File: config.mk
export PLATFORM = sky130hd
export DESIGN_NAME = lcd_registers_and_palette_lookup_unit
export DESIGN_NICKNAME = d
export VERILOG_FILES = /design/src/hdl/lcdpl_pkg.sv /design/src/hdl/lcdpl_regs.sv /design/src/hdl/lcdpl_cpal.sv /design/src/hdl/lcdpl_render.sv /design/src/hdl/lcd_registers_and_palette_lookup_unit.sv
export SDC_FILE = /design/constraint.sdc
export NUM_CORES = 2
export LEC_CHECK = 0
export ABC_CLOCK_PERIOD_IN_PS = 3700
export BUFFER_PORTS_ARGS = -buffer_cell sky130_fd_sc_hd__buf_4
export CORE_MARGIN = 2
export CORE_UTILIZATION = 35
export DETAILED_ROUTE_END_ITERATION = 8
export PLACE_DENSITY = 0.6
export SLEW_MARGIN = 20
export SYNTH_ARGS = -nofsm -noshare
export SYNTH_HDL_FRONTEND = slang
export SYNTH_SLANG_ARGS = --single-unit
File: constraint.sdc
create_clock -name clk -period 3.7 [get_ports clk]
set_input_delay 1.11 -clock clk [delete_from_list [all_inputs] [get_ports clk]]
set_output_delay 1.11 -clock clk [all_outputs]
set_load 0.005 [all_outputs]
File: src/hdl/lcdpl_pkg.sv
// ----------------------------------------------------------------------------
// LCD register unit package
// Operation codes, register addresses, word layouts and the shade table.
// ----------------------------------------------------------------------------
package lcdpl_pkg;

	typedef enum logic [1:0] {
		OP_READ   = 2'd0,
		OP_WRITE  = 2'd1,
		OP_RENDER = 2'd2,
		OP_MODE   = 2'd3
	} lcdpl_op_t;

	localparam logic [15:0] ADDR_CONTROL   = 16'hFF40;
	localparam logic [15:0] ADDR_STATUS    = 16'hFF41;
	localparam logic [15:0] ADDR_SCROLL_Y  = 16'hFF42;
	localparam logic [15:0] ADDR_SCROLL_X  = 16'hFF43;
	localparam logic [15:0] ADDR_LINE      = 16'hFF44;
	localparam logic [15:0] ADDR_LINE_CMP  = 16'hFF45;
	localparam logic [15:0] ADDR_BG_PAL    = 16'hFF47;
	localparam logic [15:0] ADDR_OBJ_PAL0  = 16'hFF48;
	localparam logic [15:0] ADDR_OBJ_PAL1  = 16'hFF49;
	localparam logic [15:0] ADDR_WIN_Y     = 16'hFF4A;
	localparam logic [15:0] ADDR_WIN_X     = 16'hFF4B;
	localparam logic [15:0] ADDR_BGP_INDEX = 16'hFF68;
	localparam logic [15:0] ADDR_BGP_DATA  = 16'hFF69;
	localparam logic [15:0] ADDR_OBP_INDEX = 16'hFF6A;
	localparam logic [15:0] ADDR_OBP_DATA  = 16'hFF6B;

	localparam logic [7:0] READ_UNMAPPED = 8'hFF;

	localparam int IN_DATA_W  = 40;
	localparam int IN_USER_W  = 2;
	localparam int OUT_DATA_W = 40;
	localparam int OUT_USER_W = 2;

	localparam int PAL_WORDS = 32;
	localparam int PAL_AW    = $clog2(PAL_WORDS);

	typedef struct packed {
		lcdpl_op_t   op;
		logic [15:0] address;
		logic [7:0]  write_data;
		logic [7:0]  pixel_x;
		logic [1:0]  pixel_code;
		logic        obj_sel;
		logic [2:0]  palette_number;
		logic [1:0]  new_mode;
	} lcdpl_item_t;

	// Bus read answer from one register group.
	typedef struct packed {
		logic       hit;
		logic [7:0] data;
	} lcdpl_rd_t;

	function automatic logic [15:0] shade(input logic [1:0] code);
		logic [15:0] c;
		case (code)
			2'd0:    c = 16'hEBFC;
			2'd1:    c = 16'hBB11;
			2'd2:    c = 16'hA9A6;
			default: c = 16'h9061;
		endcase
		return c;
	endfunction

endpackage

File: src/hdl/lcdpl_regs.sv
// ----------------------------------------------------------------------------
// LCD register unit: display registers
// Control, status, line, compare, scroll, window and monochrome palettes.
// ----------------------------------------------------------------------------
module lcdpl_regs (
	input  logic                   clk,
	input  logic                   arst_n,
	input  lcdpl_pkg::lcdpl_item_t item,
	input  logic                   fire,
	output lcdpl_pkg::lcdpl_rd_t   rd,
	output logic [7:0]             line,
	output logic [2:0][7:0]        mono_pal
);
	import lcdpl_pkg::*;

	logic [7:0]      control_q, line_q, line_cmp_q, status_q;
	logic [7:0]      scroll_y_q, scroll_x_q, win_y_q, win_x_q;
	logic [2:0][7:0] mono_q;
	logic            wr, mode_set;

	assign wr       = fire && (item.op == OP_WRITE);
	assign mode_set = fire && (item.op == OP_MODE);

	always_ff @(posedge clk or negedge arst_n) begin
		if (!arst_n) begin
			control_q  <= '0;
			line_q     <= '0;
			line_cmp_q <= '0;
			status_q   <= '0;
			scroll_y_q <= '0;
			scroll_x_q <= '0;
			win_y_q    <= '0;
			win_x_q    <= '0;
			mono_q     <= '0;
		end else begin
			if (wr) begin
				case (item.address)
					ADDR_CONTROL: begin
						control_q <= item.write_data;
						// Turning the display off restarts the line count and mode.
						if (!item.write_data[7]) begin
							line_q        <= '0;
							status_q[1:0] <= '0;
						end
					end
					ADDR_STATUS:   status_q[7:2] <= item.write_data[7:2];
					ADDR_SCROLL_Y: scroll_y_q    <= item.write_data;
					ADDR_SCROLL_X: scroll_x_q    <= item.write_data;
					ADDR_LINE:     line_q        <= item.write_data;
					ADDR_LINE_CMP: line_cmp_q    <= item.write_data;
					ADDR_BG_PAL:   mono_q[0]     <= item.write_data;
					ADDR_OBJ_PAL0: mono_q[1]     <= item.write_data;
					ADDR_OBJ_PAL1: mono_q[2]     <= item.write_data;
					ADDR_WIN_Y:    win_y_q       <= item.write_data;
					ADDR_WIN_X:    win_x_q       <= item.write_data;
					default: ;
				endcase
			end
			if (mode_set) begin
				status_q[1:0] <= item.new_mode;
			end
		end
	end

	always_comb begin
		rd.hit  = 1'b1;
		rd.data = READ_UNMAPPED;
		case (item.address)
			ADDR_CONTROL:  rd.data = control_q;
			ADDR_STATUS:   rd.data = status_q | 8'h80;
			ADDR_SCROLL_Y: rd.data = scroll_y_q;
			ADDR_SCROLL_X: rd.data = scroll_x_q;
			ADDR_LINE:     rd.data = line_q;
			ADDR_LINE_CMP: rd.data = line_cmp_q;
			ADDR_BG_PAL:   rd.data = mono_q[0];
			ADDR_OBJ_PAL0: rd.data = mono_q[1];
			ADDR_OBJ_PAL1: rd.data = mono_q[2];
			ADDR_WIN_Y:    rd.data = win_y_q;
			ADDR_WIN_X:    rd.data = win_x_q;
			default:       rd.hit  = 1'b0;
		endcase
	end

	assign line     = line_q;
	assign mono_pal = mono_q;

endmodule

File: src/hdl/lcdpl_cpal.sv
// ----------------------------------------------------------------------------
// LCD register unit: color palettes
// Index registers and the background and object palette words.
// ----------------------------------------------------------------------------
module lcdpl_cpal (
	input  logic                   clk,
	input  logic                   arst_n,
	input  lcdpl_pkg::lcdpl_item_t item,
	input  logic                   fire,
	input  logic                   color_mode,
	output lcdpl_pkg::lcdpl_rd_t   rd,
	output logic [15:0]            color
);
	import lcdpl_pkg::*;

	logic [1:0][7:0]    idx_q;
	logic [15:0]        bg_q  [PAL_WORDS];
	logic [15:0]        obj_q [PAL_WORDS];
	logic               data_sel, rsel, render, wr, data_wr;
	logic [5:0]         cur_idx, nxt_idx;
	logic [PAL_AW-1:0]  raddr, waddr;
	logic [15:0]        word;

	assign data_sel = (item.address == ADDR_OBP_DATA);
	assign cur_idx  = idx_q[data_sel][5:0];
	assign nxt_idx  = cur_idx + 6'd1;
	assign render   = (item.op == OP_RENDER);

	// One read port per table: the render lookup or the data register.
	assign rsel  = render ? item.obj_sel : data_sel;
	assign raddr = render ? {item.palette_number, item.pixel_code} : cur_idx[5:1];
	assign word  = rsel ? obj_q[raddr] : bg_q[raddr];
	assign color = word;

	assign wr      = fire && (item.op == OP_WRITE) && color_mode;
	assign data_wr = wr && ((item.address == ADDR_BGP_DATA) ||
		(item.address == ADDR_OBP_DATA));
	assign waddr   = cur_idx[5:1];

	always_ff @(posedge clk or negedge arst_n) begin
		if (!arst_n) begin
			idx_q <= '0;
		end else if (wr) begin
			case (item.address)
				ADDR_BGP_INDEX: idx_q[0] <= item.write_data;
				ADDR_OBP_INDEX: idx_q[1] <= item.write_data;
				ADDR_BGP_DATA, ADDR_OBP_DATA: begin
					// Auto-increment keeps bit 7 and clears bit 6.
					if (idx_q[data_sel][7]) begin
						idx_q[data_sel] <= {2'b10, nxt_idx};
					end
				end
				default: ;
			endcase
		end
	end

	always_ff @(posedge clk) begin
		if (data_wr) begin
			if (data_sel) begin
				if (cur_idx[0]) begin
					obj_q[waddr][15:8] <= item.write_data | 8'h80;
				end else begin
					obj_q[waddr][7:0] <= item.write_data;
				end
			end else begin
				if (cur_idx[0]) begin
					bg_q[waddr][15:8] <= item.write_data | 8'h80;
				end else begin
					bg_q[waddr][7:0] <= item.write_data;
				end
			end
		end
	end

	always_comb begin
		rd.hit  = color_mode;
		rd.data = READ_UNMAPPED;
		case (item.address)
			ADDR_BGP_INDEX: rd.data = idx_q[0] | 8'h40;
			ADDR_OBP_INDEX: rd.data = idx_q[1] | 8'h40;
			ADDR_BGP_DATA, ADDR_OBP_DATA: rd.data = cur_idx[0] ? word[15:8] : word[7:0];
			default: rd.hit = 1'b0;
		endcase
	end

endmodule

File: src/hdl/lcdpl_render.sv
// ----------------------------------------------------------------------------
// LCD register unit: pixel render
// Color selection, palette range check and frame-buffer address.
// ----------------------------------------------------------------------------
module lcdpl_render #(
	parameter int SCREEN_WIDTH = 160
) (
	input  lcdpl_pkg::lcdpl_item_t item,
	input  logic                   color_mode,
	input  logic [7:0]             line,
	input  logic [2:0][7:0]        mono_pal,
	input  logic [15:0]            pal_color,
	output logic [15:0]            pixel_color,
	output logic [15:0]            pixel_address,
	output logic                   pixel_valid,
	output logic                   palette_error
);
	import lcdpl_pkg::*;

	logic [16:0] addr_sum;
	logic [1:0]  mono_sel;
	logic [7:0]  pal;
	logic [1:0]  shade_code;
	logic        bad_pal;

	assign addr_sum      = 17'(line) * 17'(SCREEN_WIDTH) + 17'(item.pixel_x);
	assign pixel_address = addr_sum[15:0];

	assign mono_sel   = item.obj_sel ? (item.palette_number[0] ? 2'd2 : 2'd1) : 2'd0;
	assign pal        = mono_pal[mono_sel];
	assign shade_code = pal[{item.pixel_code, 1'b0} +: 2];

	// Monochrome has one background and two object palettes.
	assign bad_pal = item.obj_sel ? (item.palette_number > 3'd1)
		: (item.palette_number != 3'd0);

	always_comb begin
		if (color_mode) begin
			pixel_color   = pal_color;
			pixel_valid   = 1'b1;
			palette_error = 1'b0;
		end else begin
			pixel_color   = bad_pal ? 16'h0000 : shade(shade_code);
			pixel_valid   = !bad_pal;
			palette_error = bad_pal;
		end
	end

endmodule

File: src/hdl/lcd_registers_and_palette_lookup_unit.sv
// ----------------------------------------------------------------------------
// LCD registers and palette lookup unit
// Register file of an LCD controller with color palette lookup.
// ----------------------------------------------------------------------------
// Each input word on the s_axis channel is one operation, picked by tuser:
// a bus read, a bus write, a pixel render or a display mode set. Every input
// word yields exactly one output word on the m_axis channel, carrying the read
// byte, the pixel color and frame-buffer address, and the valid and error
// flags; fields that an operation does not produce are zero.
// The color-mode register is written through cfg_wr_en/cfg_wr_data; the user
// must write it only while the unit is idle, which the block does not enforce.
// An accepted word is held in the input register, is executed by
// single-pass logic against the register file and the palette tables, and
// lands in the output register. Throughput is one word per cycle while the
// receiver does not stall, set by the single execute step between these two
// registers; register updates happen at the edge where the result is
// captured, so each word sees all earlier writes.
// When the receiver stalls, the output word holds and the input register can
// still take one more word; after that s_axis_tready drops until m_axis_tready
// returns. Reset clears the registers and the pipeline valid bits; palette
// words are undefined until written.
// ----------------------------------------------------------------------------
module lcd_registers_and_palette_lookup_unit #(
	parameter int SCREEN_WIDTH = 160
) (
	input  logic                             clk,
	input  logic                             arst_n,
	input  logic                             cfg_wr_en,
	input  logic                             cfg_wr_data,    // color_mode
	input  logic                             s_axis_tvalid,
	output logic                             s_axis_tready,
	// address[15:0] write_data[23:16] pixel_x[31:24] pixel_code[33:32]
	// obj_sel[34] palette_number[37:35] new_mode[39:38]
	input  logic [lcdpl_pkg::IN_DATA_W-1:0]  s_axis_tdata,
	input  logic [lcdpl_pkg::IN_USER_W-1:0]  s_axis_tuser,   // operation[1:0]
	output logic                             m_axis_tvalid,
	input  logic                             m_axis_tready,
	// read_data[7:0] pixel_color[23:8] pixel_address[39:24]
	output logic [lcdpl_pkg::OUT_DATA_W-1:0] m_axis_tdata,
	// pixel_valid[0] palette_error[1]
	output logic [lcdpl_pkg::OUT_USER_W-1:0] m_axis_tuser
);
	import lcdpl_pkg::*;

	logic                  color_mode_q;
	logic                  valid_s1;
	lcdpl_item_t           item_in, item_s1;
	logic                  advance, fire, in_take;
	logic                  out_valid_q;
	logic [OUT_DATA_W-1:0] out_data_q;
	logic [OUT_USER_W-1:0] out_user_q;

	lcdpl_rd_t             regs_rd, cpal_rd;
	logic [7:0]            line;
	logic [2:0][7:0]       mono_pal;
	logic [15:0]           pal_color;
	logic [15:0]           r_color, r_address;
	logic                  r_valid, r_error;

	logic                  is_read, is_render;
	logic [7:0]            read_data;
	logic [15:0]           pixel_color, pixel_address;
	logic                  pixel_valid, palette_error;

	// Unpack the input word.
	assign item_in.op             = lcdpl_op_t'(s_axis_tuser[1:0]);
	assign item_in.address        = s_axis_tdata[15:0];
	assign item_in.write_data     = s_axis_tdata[23:16];
	assign item_in.pixel_x        = s_axis_tdata[31:24];
	assign item_in.pixel_code     = s_axis_tdata[33:32];
	assign item_in.obj_sel        = s_axis_tdata[34];
	assign item_in.palette_number = s_axis_tdata[37:35];
	assign item_in.new_mode       = s_axis_tdata[39:38];

	// The output register is free, or is being emptied this cycle.
	assign advance       = !out_valid_q || m_axis_tready;
	assign fire          = valid_s1 && advance;
	assign s_axis_tready = !valid_s1 || advance;
	assign in_take       = s_axis_tvalid && s_axis_tready;

	always_ff @(posedge clk or negedge arst_n) begin
		if (!arst_n) begin
			color_mode_q <= 1'b0;
		end else if (cfg_wr_en) begin
			color_mode_q <= cfg_wr_data;
		end
	end

	always_ff @(posedge clk or negedge arst_n) begin
		if (!arst_n) begin
			valid_s1 <= 1'b0;
		end else if (s_axis_tready) begin
			valid_s1 <= s_axis_tvalid;
		end
	end

	always_ff @(posedge clk) begin
		if (in_take) begin
			item_s1 <= item_in;
		end
	end

	lcdpl_regs u_regs (
		.clk      (clk),
		.arst_n   (arst_n),
		.item     (item_s1),
		.fire     (fire),
		.rd       (regs_rd),
		.line     (line),
		.mono_pal (mono_pal)
	);

	lcdpl_cpal u_cpal (
		.clk        (clk),
		.arst_n     (arst_n),
		.item       (item_s1),
		.fire       (fire),
		.color_mode (color_mode_q),
		.rd         (cpal_rd),
		.color      (pal_color)
	);

	lcdpl_render #(
		.SCREEN_WIDTH (SCREEN_WIDTH)
	) u_render (
		.item          (item_s1),
		.color_mode    (color_mode_q),
		.line          (line),
		.mono_pal      (mono_pal),
		.pal_color     (pal_color),
		.pixel_color   (r_color),
		.pixel_address (r_address),
		.pixel_valid   (r_valid),
		.palette_error (r_error)
	);

	// Result assembly: fields an operation does not produce read as zero.
	// An address that no register group claims reads as all ones, and so
	// do the color registers in monochrome mode.
	assign is_read   = (item_s1.op == OP_READ);
	assign is_render = (item_s1.op == OP_RENDER);

	always_comb begin
		read_data = 8'h00;
		if (is_read) begin
			if (regs_rd.hit) begin
				read_data = regs_rd.data;
			end else if (cpal_rd.hit) begin
				read_data = cpal_rd.data;
			end else begin
				read_data = READ_UNMAPPED;
			end
		end
	end

	assign pixel_color   = is_render ? r_color : 16'h0000;
	assign pixel_address = is_render ? r_address : 16'h0000;
	assign pixel_valid   = is_render && r_valid;
	assign palette_error = is_render && r_error;

	always_ff @(posedge clk or negedge arst_n) begin
		if (!arst_n) begin
			out_valid_q <= 1'b0;
		end else if (advance) begin
			out_valid_q <= valid_s1;
		end
	end

	always_ff @(posedge clk) begin
		if (fire) begin
			out_data_q <= {pixel_address, pixel_color, read_data};
			out_user_q <= {palette_error, pixel_valid};
		end
	end

	assign m_axis_tvalid = out_valid_q;
	assign m_axis_tdata  = out_data_q;
	assign m_axis_tuser  = out_user_q;

endmodule

# [Yosys cells after proc, flatten, opt, wreduce, memory -nomap -nowiden]
# Memories as Yosys holds them, arrays and structs flattened.
# Index checks and enable logic that the tools add are counted.
[op_classes] add_sub_neg=2 multipliers=1 n_div=0 magnitude_cmp=4 n_eq_ne=23 shift=1 n_mux=48 n_bitwise=0 reduce_logical=40
[ops] op="16-bit == test, second input constant" n=15
[ops] op="8-bit case mux with 11 select lines" n=1
[ops] op="16-bit 2-to-1 mux" n=4
[ops] op="8-bit 2-to-1 mux" n=8
[ops] op="8-bit case mux with 2 select lines" n=3
[ops] op="15-bit case mux with 3 select lines" n=1
[ops] op="8-bit case mux with 3 select lines" n=1
[ops] op="1-bit 2-to-1 mux" n=20
[ops] op="2-bit AND reduction" n=10
[ops] op="16-bit by 8-bit adder with 16-bit output" n=1
[ops] op="8-bit binary-select mux with 2-bit select" n=1
[ops] op="16-bit bitwise mux" n=1
[ops] op="2-bit 2-to-1 mux" n=6
[ops] op="3-bit AND reduction" n=4
[ops] op="8-bit by 3-bit multiplier with 11-bit output, second input constant" n=1
[ops] op="11-bit OR reduction" n=1
[ops] op="2-bit nonzero test" n=5
[ops] op="1-bit logical AND" n=9
[ops] op="8-bit demux with 1-bit select" n=1
[ops] op="8-bit by 4-bit variable part select with 2-bit output" n=1
[ops] op="6-bit by 1-bit adder with 6-bit output, second input constant" n=1
[ops] op="2-bit == test, second input constant" n=3
[ops] op="5-bit 2-to-1 mux" n=1
[ops] op="2-bit by 1-bit == test with 1-bit output, second input constant" n=2
[ops] op="12 further kinds" n=18
[word_totals] regBits=190 latchBits=0 ramBits=960 mem_bits_ro=0 out_inout_bits=44 word_cells=149 mem_count=2
[mem_list] memory="u_cpal.bg_q" words=32 width=15 rd=1 rd_clocked_by_memory_dff=0 write_ports=1 line="lcdpl_cpal.sv:17" rtl="logic [15:0] bg_q [PAL_WORDS];"
[mem_list] memory="u_cpal.obj_q" words=32 width=15 rd=1 rd_clocked_by_memory_dff=0 write_ports=1 line="lcdpl_cpal.sv:18" rtl="logic [15:0] obj_q [PAL_WORDS];"

# [Depth between registers and ports, before layout]
# An unclocked memory read counts as a cell.
[depth] ltp_word=10 ltp_mapped=17 depth_no_buf=14

# [Modules after synthesis]
# From an unflattened synthesis, not the netlist that was laid out.
[hier_totals] cells_unflattened=3654 hier_area_um2=48679.2
[by_module_without_submodules] module="lcdpl_cpal" n_inst=1 cells_per_inst=3008 area_per_inst_um2=40101.0 seq_area_each_um2=29178.0
[by_module_without_submodules] module="lcdpl_regs" n_inst=1 cells_per_inst=351 area_per_inst_um2=4423.0 seq_area_each_um2=2177.1
[by_module_without_submodules] module="lcd_registers_and_palette_lookup_unit" n_inst=1 cells_per_inst=160 area_per_inst_um2=3095.5 seq_area_each_um2=2597.5
[by_module_without_submodules] module="lcdpl_render" n_inst=1 cells_per_inst=135 area_per_inst_um2=1059.8 seq_area_each_um2=0.0

# [Least setup slack after synthesis]
# No wires, ideal clock.
[synth_timing] kind="input to register" from="input port m_axis_tready" to="memory u_cpal.bg_q[0][0] in the netlist's numbering, enable pin" setup_ns=0.370 arrival_time_ns=4.049 t_required_ns=3.330 slack_ns=-0.719 stages=8 n_path_buf=0 cell_sequence="nand2b_1 -> and2_1 -> nand2_1 -> nor2_1 -> nand2_1 -> nor4_1 -> nand2_1 -> nor2_1"
[synth_via] elab_chain_len=7
[synth_lines] item="from (decl)" line="lcd_registers_and_palette_lookup_unit.sv:37" rtl="input logic m_axis_tready,"
[synth_lines] item="1-bit logical OR" line="lcd_registers_and_palette_lookup_unit.sv:76" rtl="assign advance = !out_valid_q || m_axis_tready;"
[synth_lines] item="1-bit logical AND" line="lcd_registers_and_palette_lookup_unit.sv:77" rtl="assign fire = valid_s1 && advance;"
[synth_lines] item="via fire" line="lcd_registers_and_palette_lookup_unit.sv:48" rtl="logic advance, fire, in_take;"
[synth_lines] item="1-bit logical AND (2 in a row)" line="lcdpl_cpal.sv:35" rtl="assign wr = fire && (item.op == OP_WRITE) && color_mode;"
[synth_lines] item="1-bit logical AND" line="lcdpl_cpal.sv:36" rtl="assign data_wr = wr && ((item.address == ADDR_BGP_DATA) ||"
[synth_lines] item="1-bit 2-to-1 mux" line="lcdpl_cpal.sv:59" rtl="if (data_wr) begin"
[synth_lines] item="1-bit 2-to-1 mux (implied by the code)" line="lcdpl_cpal.sv:70" rtl="bg_q[waddr][7:0] <= item.write_data;"
[synth_lines] item="to (decl)" line="lcdpl_cpal.sv:17"
# The timed path passes the listed nets, and every way through them passes these cells.

# [Worst setup path after layout]
[layout_timing] from="register item_s1[26] in the netlist's numbering" to="register out_data_q[0], in the netlist m_axis_tdata[0], data pin"
[layout_via] elab_chain_len=10 word_cells_on_any_way=32
[layout_lines] item="from (decl)" line="lcd_registers_and_palette_lookup_unit.sv:47" rtl="lcdpl_item_t item_in, item_s1;"
[layout_lines] item="from (signal assigned)" line="lcd_registers_and_palette_lookup_unit.sv:99" rtl="item_s1 <= item_in;"
[layout_lines] item="16-bit == test" line="lcdpl_cpal.sv:24, lcdpl_cpal.sv:79"
[layout_lines] item="8-bit 2-to-1 mux (implied by the code) (2 in a row)" line="lcdpl_cpal.sv:25" rtl="assign cur_idx = idx_q[data_sel][5:0];"
[layout_lines] item="5-bit 2-to-1 mux" line="lcdpl_cpal.sv:31" rtl="assign raddr = render ? {item.palette_number, item.pixel_code} : cur_idx[5:1];"
[layout_lines] item="memory read 32 x 15 bit (on tied branches)"
[layout_lines] item="16-bit 2-to-1 mux" line="lcdpl_cpal.sv:32" rtl="assign word = rsel ? obj_q[raddr] : bg_q[raddr];"
[layout_lines] item="8-bit 2-to-1 mux" line="lcdpl_cpal.sv:82" rtl="ADDR_BGP_DATA, ADDR_OBP_DATA: rd.data = cur_idx[0] ? word[15:8] : word[7:0];"
[layout_lines] item="8-bit case mux with 3 select lines" line="lcdpl_cpal.sv:79" rtl="case (item.address)"
[layout_lines] item="8-bit 2-to-1 mux" line="lcd_registers_and_palette_lookup_unit.sv:148" rtl="end else if (cpal_rd.hit) begin"
[layout_lines] item="8-bit 2-to-1 mux *" line="lcd_registers_and_palette_lookup_unit.sv:146" rtl="if (regs_rd.hit) begin"
[layout_lines] item="to (signal assigned)" line="lcd_registers_and_palette_lookup_unit.sv:171" rtl="out_data_q <= {pixel_address, pixel_color, read_data};"
[layout_lines] item="to (decl)" line="lcd_registers_and_palette_lookup_unit.sv:50" rtl="logic [OUT_DATA_W-1:0] out_data_q;"
# Mark *: on every way between the ends. The rest lies on a longest branch, timed or not. The select of a mux whose other input is x is not followed.
# A chain may end at the register's enable or synchronous reset.

==> impl_metrics.py <==
metrics = {
    "status": {
        "status": "complete, but fails checks",
        "violations": "setup timing",
    },
    "critical_path": {
        "end_kind": "register",
        "path_class": "register to register",
        "endpoint": "m_axis_tdata[0]$_SDFFCE_PP0P_",
        "rr_worst_depth": 15,
        "r2r-start": "item_s1[26]$_DFFE_PP_",
        "cp.required_ns": 4.24,
        "critPathLaunchType": "register",
        "startpoint": "item_s1[26]$_DFFE_PP_",
        "critPathArrivalTime_ns": 4.40,
        "worstReg2RegEnd": "m_axis_tdata[0]$_SDFFCE_PP0P_",
        "crit_fanout": 8,
        "reg2reg_slack_ns": -0.16,
    },
    "routing": {
        "ant_nets": 0,
        "drt_first_pass_iters": 8,
        "drtIter0Drc": 3548,
        "drc": 0,
        "dr_total_vias": 31200,
        "post_drt_wl_per_cell_um": 23.4,
        "wl_um": 135000,
        "via_per_inst": 5.41,
    },
    "global_routing": {
        "grt_pass1_wl_um": 197000,
        "overflow": 0,
        "antenna_found_initial": 0,
        "top_usage_layer": "met2",
        "grt_max_degree": 142,
        "met3_usage": 0.0279,
        "met2_usage": 0.315,
        "track_usage": 0.192,
        "grt_util_met1": 0.265,
        "first_global_vias": 30000,
    },
    "logic_synthesis": {
        "syn_area_per_cell_um2": 13.5,
        "synth_warnings": 0,
        "ys_seq_elements": 1148,
        "synth-edff-count": 1044,
        "synth_cells": 3445,
        "netlist_top_cells_area": "edfxtp_1 (67%), nand2_1 (6.1%), dfrtp_1 (5.6%)",
        "synth_fp_nets": 3516,
        "netlist_area_mm2": 0.0466,
        "async_reset_ff_frac": 0.0906,
        "synth_top_cell_area_share": 0.673,
        "ys_types": 72,
        "synth_top_flop_cell": "edfxtp_1",
        "ys_seq_area_frac": 0.729,
        "synth_top_cell_by_area": "edfxtp_1",
    },
    "timing": {
        "finalSetupViolCount": 10,
        "rsz0062_at_grt": "yes",
        "fin_crit_sh": 1.04,
        "finalHoldViolations": 0,
        "fin_setup_tns_ns": -0.687,
        "timing.fmax_ghz": 0.259,
        "setup_ws_ns": -0.165,
        "skew_ns": 0.0474,
        "slew_headroom": 0.247,
        "holdWs_ns": 0.434,
        "finalCriticalPeriod_ns": 3.86,
        "worst_slew_pin_slew_ns": 1.13,
        "maxSlewViolCount": 0,
    },
    "cts": {
        "cts_buffers": 111,
        "clock-root-buffer": "clkbuf_16",
        "cts.hold.buffers_added": 0,
        "cts.path.max_buffers": 3,
        "cts_tree": "done",
        "h-tree-depth": 3,
        "clk_latency_ns": 0.75,
        "clkTransAtPathRegs_ns": 0.07,
        "cts.sinks": 1148,
    },
    "cells_and_area": {
        "final_util": 0.439,
        "nets": 3992,
        "drive_gt1_frac": 0.239,
        "area_delta_synth_final_pct": 24.2,
        "diodes": 0,
        "postLayoutCellArea_mm2": 0.0578,
    },
    "floorplan": {
        "die_x_um": 369,
        "dieArea_mm2": 0.136,
        "ios": 92,
        "initial_core_util": 0.353,
        "die_h_um": 369,
        "row_count": 133,
        "core_area_mm2": 0.132,
    },
    "power": {
        "powerDensity_mw_per_mm2": 489,
        "ir_drop_mv": 0.420,
        "leakage_uw": 0.0206,
    },
    "placement": {
        "hpwl_um": 87700,
        "placed_area_mm2": 0.0525,
        "place.port_buffers": 91,
        "gp_congestion": 0.913,
    },
    "worst_hold_path": {
        "hp-class": "input port to async pin",
    },
    "job": {
        "maxCapViolCount": 0,
    },
}
-- state kept, by name, summed over array words and instances, names as in the netlist, 14 cells and up --
name,flops
item_s1,42
u_cpal.idx_q,14
u_cpal.obj_q,480
u_regs.mono_pal,24
m_axis_tdata,40
u_cpal.bg_q,480
-- placed cells by master (no fill, tap or decap), types with 15 or more instances in the layout --
master and instances:
nand4_1 82, a21oi_1 69, nor2_1 192, o21ai_0 75
mux4_2 23, bufinv_16 19, buf_12 60, dfrtp_1 104
buf_4 463, mux2_2 84, o22ai_1 22, nand3_1 268
buf_6 21, nor3_1 21, clkbuf_16 116, edfxtp_1 1044
inv_1 27, a22oi_1 27, clkinv_1 16, clkbuf_1 17
mux2i_1 46, nand2_1 752, a222oi_1 15, clkinv_2 20
nand3_2 21, ha_1 21, a31oi_1 69
-- power breakdown --
part | switching, uW | internal [uW] | total [uW]
combinational | 1210 | 712 | 1920
clock | 5090 | 6960 | 12000
sequential | 67.5 | 14300 | 14300
total | 6370 | 21900 | 28300
-- cells by family after synthesis --
family	Yosys count	synth area share
flip-flops	1148	0.729
buffers and inverters	226	0.0203
XOR/XNOR	15	0.00282
AND/OR/NAND/NOR	1418	0.132
adder cells (fa/ha/maj)	23	0.00650
AO/OA/AOI/OAI	454	0.0653
multiplexers	161	0.0438
-- cell usage after synthesis (all sizes together), types with 25 or more instances --
| library cell | instances |
|---|---|
| nand2 | 754 |
| clkbuf | 123 |
| inv | 27 |
| nand4 | 82 |
| o22ai | 28 |
| edfxtp | 1044 |
| mux2i | 51 |
| mux4 | 25 |
| a21oi | 72 |
| a31oi | 81 |
| a22oi | 31 |
| nand3 | 295 |
| dfrtp | 104 |
| o21ai | 95 |
| nor2 | 196 |
| mux2 | 85 |
| buf | 76 |
-- worst max-delay path: stages, from the launching register on --
cell and delay (ns):
edfxtp_1 0.38, nand4b_1 0.21, or4_4 0.53, or3_4 0.35, buf_4 0.15, nand3_4 0.10, buf_12 0.17, buf_4 0.20
buf_4 0.17, nand2_1 0.06, nand3_1 0.12, nand4_1 0.24, nand3_1 0.26, nand4_1 0.27, or3_1 0.38, o221ai_1 0.07
-- layer usage --
| layer | wire length [um] | part of all wire | vias up |
|---|---|---|---|
| met1 | 56100 | 0.41 | 15800 |
| met2 | 64900 | 0.48 | 1325 |
| met5 | 0 | 0 | - |
| met4 | 4080 | 0.030 | 0 |
| met3 | 10100 | 0.075 | 207 |
| li1 | - | - | 13900 |
-- what timing repair did --
action	CTS	global route
setup endpoints to repair	23	23
pin swaps	38	47
resized for setup	75	112
buffers inserted	24	27
cloned	3	6
-- how the worst min path moves through the flow --
stage                                            end  slack, ns  cells after the start
global route                color_mode_q$_DFFE_PN0P_       0.47                      2
global placement    u_regs.scroll_y_q[7]$_DFFE_PN0P_       0.47                      2
detailed placement  u_regs.scroll_y_q[7]$_DFFE_PN0P_       0.47                      2
finish                      color_mode_q$_DFFE_PN0P_       0.43                      2
floorplan           u_regs.line_cmp_q[7]$_DFFE_PN0P_       0.45                      2
CTS                 u_regs.scroll_y_q[2]$_DFFE_PN0P_       0.44                      2
-- final cells by class --
class | instances | area [um2]
Tap cell | 1755 | 2200
Clock buffer | 131 | 2880
Sequential cell | 1148 | 34000
Timing Repair Buffer | 562 | 5280
Multi-Input combinational cell | 2071 | 12400
Fill cell | 11800 | 74000
Clock inverter | 77 | 1020
Inverter | 27 | 101
-- through the flow --
step           setup slack [ns]  instances  power, uW
2_1_floorplan          -0.00819       3445      15400
3_3_place_gp             -0.326       5506      16300
3_5_place_dp             -0.358       5507      16300
4_1_cts                  -0.193       5742      28400
5_1_grt                  -0.284       5771      29100
6_report                 -0.165       5771      28300
Power figures use the tool's default switching activity.
